<file path="config.mk">
export PLATFORM = sky130hd
export DESIGN_NAME = meo_lane
export DESIGN_NICKNAME = d
export VERILOG_FILES = /design/src/rtl/meo_pkg.sv /design/src/rtl/meo_lane.sv
export SDC_FILE = /design/constraint.sdc
export NUM_CORES = 2
export LEC_CHECK = 0
export ABC_AREA = 1
export BUFFER_PORTS_ARGS = -buffer_cell sky130_fd_sc_hd__buf_4
export CORE_MARGIN = 4
export CORE_UTILIZATION = 49
export CTS_CLUSTER_SIZE = 16
export DETAILED_ROUTE_END_ITERATION = 12
export GPL_ROUTABILITY_DRIVEN = 1
export GPL_TIMING_DRIVEN = 0
export PLACE_DENSITY = 0.66
export SYNTH_ARGS = -nofsm -noshare
export SYNTH_HDL_FRONTEND = slang
export SYNTH_SLANG_ARGS = --single-unit
</file>
<file path="constraint.sdc">
create_clock -name clk -period 17.83 [get_ports clk]
set_clock_uncertainty 0.15 [all_clocks]
set_input_delay 3.566 -clock clk [delete_from_list [all_inputs] [get_ports clk]]
set_output_delay 3.566 -clock clk [all_outputs]
set_load 0.05 [all_outputs]
</file>
<file path="src/rtl/meo_pkg.sv">
// shared types, constants and helpers for the mecanum odometry unit
package meo_pkg;

  localparam int unsigned TimeW   = 48;
  localparam int unsigned TickW   = 32;
  localparam int unsigned GainW   = 32;
  localparam int unsigned VelW    = 32;
  localparam int unsigned NumLane = 3;
  // |sum| <= 2^33, times up to four factors, one of them below 2^20: under 150 bits
  localparam int unsigned MagW    = 35;
  localparam int unsigned ProdW   = 160;
  localparam int unsigned QuoW    = 160;
  localparam int unsigned CntW    = 8;
  localparam int unsigned DivCntW = 8;
  localparam logic [31:0] UsPerS  = 32'd1000000;

  localparam logic [1:0] RegDecim  = 2'd0;
  localparam logic [1:0] RegTick   = 2'd1;
  localparam logic [1:0] RegRadius = 2'd2;
  localparam logic [1:0] RegSpin   = 2'd3;

  typedef enum logic [2:0] {
    ST_IDLE, ST_MUL, ST_DIV, ST_DONE
  } lane_state_t;

  typedef struct packed {
    logic        start;
    logic [2:0]  nfac;
    logic [5:0]  shift;
  } lane_cmd_t;

  typedef struct packed {
    logic done;
  } lane_stat_t;

endpackage

</file>
<file path="src/rtl/meo_lane.sv">
// one lane: signed sum times a chain of gains, divided by the interval, saturated
module meo_lane (
  input  logic                          clk,
  input  logic                          rst_n,
  input  meo_pkg::lane_cmd_t            cmd,
  input  logic signed [meo_pkg::MagW-1:0] sum,
  input  logic [meo_pkg::GainW-1:0]     fac0,
  input  logic [meo_pkg::GainW-1:0]     fac1,
  input  logic [meo_pkg::GainW-1:0]     fac2,
  input  logic [meo_pkg::GainW-1:0]     fac3,
  input  logic [meo_pkg::TimeW-1:0]     dt,
  output meo_pkg::lane_stat_t           stat,
  output logic [meo_pkg::VelW-1:0]      result
);
  import meo_pkg::*;

  lane_state_t st_r, st_nxt;
  logic [ProdW-1:0]   acc_r, acc_nxt;
  logic [ProdW-1:0]   quo_r, quo_nxt;
  logic [TimeW:0]     rem_r, rem_nxt;
  logic [2:0]         fidx_r, fidx_nxt;
  logic [DivCntW-1:0] bit_r, bit_nxt;
  logic               neg_r, neg_nxt;
  logic [2:0]         nfac_r, nfac_nxt;
  logic [5:0]         shift_r, shift_nxt;
  logic [VelW-1:0]    res_r, res_nxt;

  logic [GainW-1:0]   fsel;
  logic [ProdW-1:0]   shifted;
  logic [TimeW:0]     rtry;
  logic [MagW-1:0]    mag;
  logic [ProdW-1:0]   qs;
  logic               huge;

  assign mag = sum[MagW-1] ? MagW'(-sum) : MagW'(sum);

  always_comb begin
    case (fidx_r)
      3'd0:    fsel = fac0;
      3'd1:    fsel = fac1;
      3'd2:    fsel = fac2;
      default: fsel = fac3;
    endcase
  end

  // one 32x32 limb product per cycle, five limbs per factor; the accumulator
  // rotates so the limb being worked on is always in the low 32 bits
  logic [2:0]  limb_r, limb_nxt;
  logic [31:0] carry_r, carry_nxt;
  logic [63:0] lprod;

  always_comb begin
    lprod = 64'(acc_r[31:0]) * 64'(fsel) + 64'(carry_r);
  end

  assign rtry = {rem_r[TimeW-1:0], acc_r[ProdW-1]};

  always_comb begin
    qs = (shift_r[5]) ? (quo_r >> 32) : (quo_r >> 16);
    huge = |qs[ProdW-1:VelW];
  end

  always_comb begin
    st_nxt = st_r;
    unique case (st_r)
      ST_IDLE: if (cmd.start) st_nxt = ST_MUL;
      ST_MUL:  if (limb_r == 3'd4 && fidx_r == nfac_r - 3'd1) st_nxt = ST_DIV;
      ST_DIV:  if (bit_r == DivCntW'(QuoW - 1)) st_nxt = ST_DONE;
      ST_DONE: st_nxt = ST_IDLE;
      default: st_nxt = ST_IDLE;
    endcase
  end

  always_comb begin
    acc_nxt = acc_r; quo_nxt = quo_r; rem_nxt = rem_r; fidx_nxt = fidx_r;
    bit_nxt = bit_r; neg_nxt = neg_r; nfac_nxt = nfac_r; shift_nxt = shift_r;
    res_nxt = res_r; limb_nxt = limb_r; carry_nxt = carry_r;
    unique case (st_r)
      ST_IDLE: begin
        acc_nxt = ProdW'(mag);
        neg_nxt = sum[MagW-1];
        nfac_nxt = cmd.nfac;
        shift_nxt = cmd.shift;
        fidx_nxt = '0; limb_nxt = '0; carry_nxt = '0; bit_nxt = '0;
        rem_nxt = '0; quo_nxt = '0;
      end
      ST_MUL: begin
        // limbs rotate through acc: the low limb's product enters at the top, acc shifts right by 32
        acc_nxt = {lprod[31:0], acc_r[ProdW-1:32]};
        carry_nxt = lprod[63:32];
        if (limb_r == 3'd4) begin
          limb_nxt = '0; carry_nxt = '0; fidx_nxt = fidx_r + 3'd1;
        end else begin
          limb_nxt = limb_r + 3'd1;
        end
      end
      ST_DIV: begin
        acc_nxt = {acc_r[ProdW-2:0], 1'b0};
        if (rtry >= {1'b0, dt}) begin
          rem_nxt = rtry - {1'b0, dt};
          quo_nxt = {quo_r[QuoW-2:0], 1'b1};
        end else begin
          rem_nxt = rtry;
          quo_nxt = {quo_r[QuoW-2:0], 1'b0};
        end
        bit_nxt = bit_r + DivCntW'(1);
      end
      ST_DONE: begin
        if (neg_r) begin
          if (huge || qs[VelW-1:0] > 32'h8000_0000) res_nxt = 32'h8000_0000;
          else res_nxt = 32'(0) - qs[VelW-1:0];
        end else begin
          if (huge || qs[VelW-1]) res_nxt = 32'h7FFF_FFFF;
          else res_nxt = qs[VelW-1:0];
        end
      end
      default: ;
    endcase
  end

  always_ff @(posedge clk) begin
    if (!rst_n) st_r <= ST_IDLE;
    else st_r <= st_nxt;
    acc_r <= acc_nxt; quo_r <= quo_nxt; rem_r <= rem_nxt; fidx_r <= fidx_nxt;
    bit_r <= bit_nxt; neg_r <= neg_nxt; nfac_r <= nfac_nxt; shift_r <= shift_nxt;
    res_r <= res_nxt; limb_r <= limb_nxt; carry_r <= carry_nxt;
  end

  assign stat.done = (st_r == ST_DONE);
  assign result = res_nxt;

`ifndef SYNTHESIS
  a_start_idle: assert property (@(posedge clk) disable iff (!rst_n)
    (st_r == ST_IDLE && cmd.start) |=> st_r == ST_MUL) else $error("lane start lost");
  a_done_once: assert property (@(posedge clk) disable iff (!rst_n)
    st_r == ST_DONE |=> st_r == ST_IDLE) else $error("lane done stuck");
  a_limb_range: assert property (@(posedge clk) disable iff (!rst_n)
    st_r == ST_MUL |-> limb_r <= 3'd4) else $error("limb out of range");
`endif
endmodule

</file>
==> results by stage <==
GRT:
- The initial antenna violation count is 9.
- Summed over all layers, the global routing overflow is 0.
- The wire length of the first global-routing pass is approximately 340000 µm.
- The pin count of the biggest net entering global routing is 73.
- The total routing usage reported by global routing is about 36%.
- The via count of the first global-routing pass was 53357.

Finish:
- In the final design database the tool counted 9673 nets.
- The number of standard cells in the layout, taps in and fillers out is 9876.
- Relative to the synthesized area, the layout overhead comes to 9.55%.
- The share of layout cells above drive strength 1 is under 10%.

STA:
- The count of pins over their slew limit is 0.
- Setup repair after global routing left no endpoint under its margin.
- Based on the critical path, the design can be clocked at up to between 80 and 90 MHz.
- The worst slew margin relative to its limit is 7.19%.
- Setup violations remaining at the end of the flow were counted as 0.
- The share of the clock period used by the worst path after layout is 68.7%.
- The actual slew at the worst max-slew pin is 1.39 ns.
- The worst path in the final design needs a cycle of approximately 12 ns, including I/O delays and setup.
- The hold violation count in the final report came to 0.
- The final total negative setup slack is 0 ns.

Min path:
- The count of cells along the worst hold path is 2.
- The hold path endpoint is res_r[7]$_DFF_P_.
- The min-delay analysis places its worst path in the category flop to flop.
- The startpoint of the lowest-slack hold path is res_r[7]$_DFF_P_.

Critical path:
- The nature of the critical path startpoint is an input pin.
- The startpoint identified for the worst register-to-register timing path is fidx_r[0]$_SDFFCE_PN0P_.
- The critical path data arrival time is ~12 ns.
- The startpoint-to-endpoint class of the critical path is input pin to flop.
- The data required time of the worst path is between 15 and 20 ns.
- Measured in cells, the most critical reg-to-reg path has a length of 33.
- Of all nets on the critical path, the largest fanout is 10.
- The element type at the critical path end is a flop.
- Across all register-to-register paths, the minimum setup slack is 6.55 ns.
- The critical register-to-register path endpoint is acc_r[159]$_DFFE_PN_.
- The library cell contributing the largest single delay on the critical path is sky130_fd_sc_hd__buf_1.
- The origin of the worst setup path is fac2[16].
- Among the stages of the critical path, the cell type that occurs most often is sky130_fd_sc_hd__fa_1.
- The maximum cell stage delay along the critical path is 0.79 ns.

Clocking:
- The clock transition at the registers of the reported paths is 0.06 ns.
- The number of gates resized after cts is 0.
- The number of hold buffers added after CTS was 0.
- The CTS tree is yes.
- The total clock buffers created by CTS is 52.
- The TritonCTS sink count is 453.
- The clock passes through at most 3 buffers.
- At the later pin of the worst-skew pair, clock insertion delay measures 0.66 ns.
- The number of setup buffers added after CTS is 0.
- The H-tree was split into 2 levels.
- Clock tree synthesis selected as its root buffer the cell sky130_fd_sc_hd__clkbuf_16.

Synth:
- In this run, synthesis produced a sequential element count of 453.
- The dominant register cell in the synthesized netlist is sky130_fd_sc_hd__edfxtp_1.
- The post-synthesis sequential area ratio is 21.6%.
- Yosys mapped the design onto 49 distinct sky130hd cell types.
- The commonest cells after synthesis are sky130_fd_sc_hd__nand2_1, sky130_fd_sc_hd__inv_1, sky130_fd_sc_hd__nor2_1.
- The post-synth design cell area is 61500 µm².
- Yosys attributes the largest share of cell area to sky130_fd_sc_hd__fa_1, sky130_fd_sc_hd__edfxtp_1, sky130_fd_sc_hd__nand2_1.
- The area share of the leading cell type in the synthesized netlist is 30.3%.
- Synthesis produced 7886 cells.
- After synthesis, the share of flip-flops with an asynchronous set or reset is 0%.
- The most repeated cell in the gate-level netlist after synthesis is sky130_fd_sc_hd__nand2_1.
- Dividing the synthesized area by the synthesized cell count gives 7.80 µm².
- The number of nets produced by synthesis is approximately 9400.
- The cell accounting for the most synthesized area is sky130_fd_sc_hd__fa_1.
- The synthesized design contains 419 enable-type register cells.
- The synthesis warning total is 0.

Floorplanning:
- The full die area is between 100000 and 150000 µm².
- The vertical die dimension is 362 µm.
- Pin placement for this block handled 256 I/O pins.
- The effective utilization at floorplan is around half.
- The floorplan has 129 rows.
- The floorplan step set the die width to 362 µm.
- The core region is 124000 µm².

Drt:
- The detailed-route DRC error count is 0.
- In this run the remaining antenna-violating nets after routing total 0.
- After detailed routing, the number of vias per cell comes to 5.46.
- The initial detailed-routing violation count is approximately 5500.
- The detailed-routing iteration count for the pre-antenna-repair pass is 6.
- The average wire length per cell after detail routing is about 24 µm.
- Across all layers, the routed design uses 53950 vias.
- The wire length after detailed routing is 235000 µm.

Flow run:
- The number of max-cap violations is 0.

Placement:
- Detailed placement ended at an HPWL of 198000 µm.
- During placement, the flow inserted port buffers numbering 250.
- The number of placed instances, taps included, is 9779.
- The routability congestion estimate is 1.04.

Outcome:
- The run finished with clean final reports.
flip-flops by register name, indices dropped and copies added, names as in the netlist, 3 cells and up:
register and count:
quo_r 160, nfac_r 3, rem_r 48, bit_r 8, fidx_r 3, limb_r 3
res_r 32, acc_r 160, carry_r 32
how the worst max path moves through the flow:
| stage | endpoint | slack (ns) | depth (start not counted) |
|---|---|---|---|
| 6_report | acc_r[159]$_DFFE_PN_ | 5.58 | 29 |
| 5_1_grt | acc_r[159]$_DFFE_PN_ | 5.43 | 29 |
| 4_1_cts | acc_r[159]$_DFFE_PN_ | 5.93 | 29 |
| 3_5_place_dp | acc_r[159]$_DFFE_PN_ | 5.29 | 29 |
| 3_3_place_gp | acc_r[159]$_DFFE_PN_ | 5.24 | 29 |
| 2_1_floorplan | carry_r[13]$_SDFFCE_PP0P_ | 7.56 | 30 |
metrics by stage:
| step | hold slack [ns] | util [%] | worst slack, ns | cell area [µm²] |
|---|---|---|---|---|
| 2_1_floorplan | 0.331 | - | 7.56 | 61500 |
| 3_3_place_gp | 0.288 | 52.7 | 5.24 | 65400 |
| 3_5_place_dp | 0.289 | 52.8 | 5.29 | 65600 |
| 4_1_cts | 0.308 | 54.3 | 5.93 | 67300 |
| 5_1_grt | 0.332 | 54.3 | 5.43 | 67300 |
| 6_report | 0.307 | 54.3 | 5.58 | 67400 |
critical path: cells and delay by family:
kind            cells  cell delay, ns
buf+inv             8            1.74
simple gates        8            1.49
compound gates      4            1.09
fa+ha+maj           9            4.58
per-layer routing:
metal | up-vias | wire (µm) | global-route usage (%)
li1 | 24192 | - | -
met1 | 26433 | 93800 | 47.4
met2 | 2665 | 102000 | 54.5
met3 | 652 | 22100 | 7.69
met4 | 8 | 17400 | 20.5
met5 | - | 56 | 0
layout make-up:
cell class	count	area, µm²
Inverter	1841	6910
Antenna cell	3	7.51
Fill cell	12122	56800
Clock inverter	28	339
Timing Repair Buffer	256	2030
Sequential cell	453	13300
Tap cell	1637	2050
Multi-Input combinational cell	5295	40000
Clock buffer	66	1430
Buffer	297	1360
cells in the final DEF (no fill, tap or decap), types with 10 or more instances in the layout:
master	n
sky130_fd_sc_hd__a21oi_1	168
sky130_fd_sc_hd__nand4_1	75
sky130_fd_sc_hd__nor3_1	29
sky130_fd_sc_hd__nand2_1	1844
sky130_fd_sc_hd__a22o_1	10
sky130_fd_sc_hd__o22ai_1	90
sky130_fd_sc_hd__nand3_1	223
sky130_fd_sc_hd__nand3b_1	11
sky130_fd_sc_hd__nor2_1	1198
sky130_fd_sc_hd__buf_4	271
sky130_fd_sc_hd__xor2_1	20
sky130_fd_sc_hd__clkbuf_16	54
sky130_fd_sc_hd__a22oi_1	19
sky130_fd_sc_hd__o21ai_2	13
sky130_fd_sc_hd__clkinv_1	15
sky130_fd_sc_hd__inv_1	1807
sky130_fd_sc_hd__dfxtp_1	34
sky130_fd_sc_hd__clkbuf_1	193
sky130_fd_sc_hd__nor2_2	25
sky130_fd_sc_hd__nand2_2	26
sky130_fd_sc_hd__o21bai_1	14
sky130_fd_sc_hd__ha_1	325
sky130_fd_sc_hd__buf_1	13
sky130_fd_sc_hd__o21ai_0	164
sky130_fd_sc_hd__fa_1	929
sky130_fd_sc_hd__buf_2	67
sky130_fd_sc_hd__edfxtp_1	419
sky130_fd_sc_hd__o21ai_1	18
sky130_fd_sc_hd__xnor2_1	29
sky130_fd_sc_hd__inv_2	26
cell families (layout without fill, tap and decap cells):
logic type	after synthesis	count (layout)	share of synthesized area (%)
and+or+nand+nor	3459	3459	22.4
buffers and inverters	2138	2488	13.4
adders and majority gates	1254	1254	36.9
AOI/OAI and AO/OA	533	533	5.04
DFF	453	453	21.6
xor gates and xnor gates	49	49	0.698
other	0	3	0
Power is not shown: default switching activity piles up to over one toggle a cycle in this logic, so the estimate is an artifact.
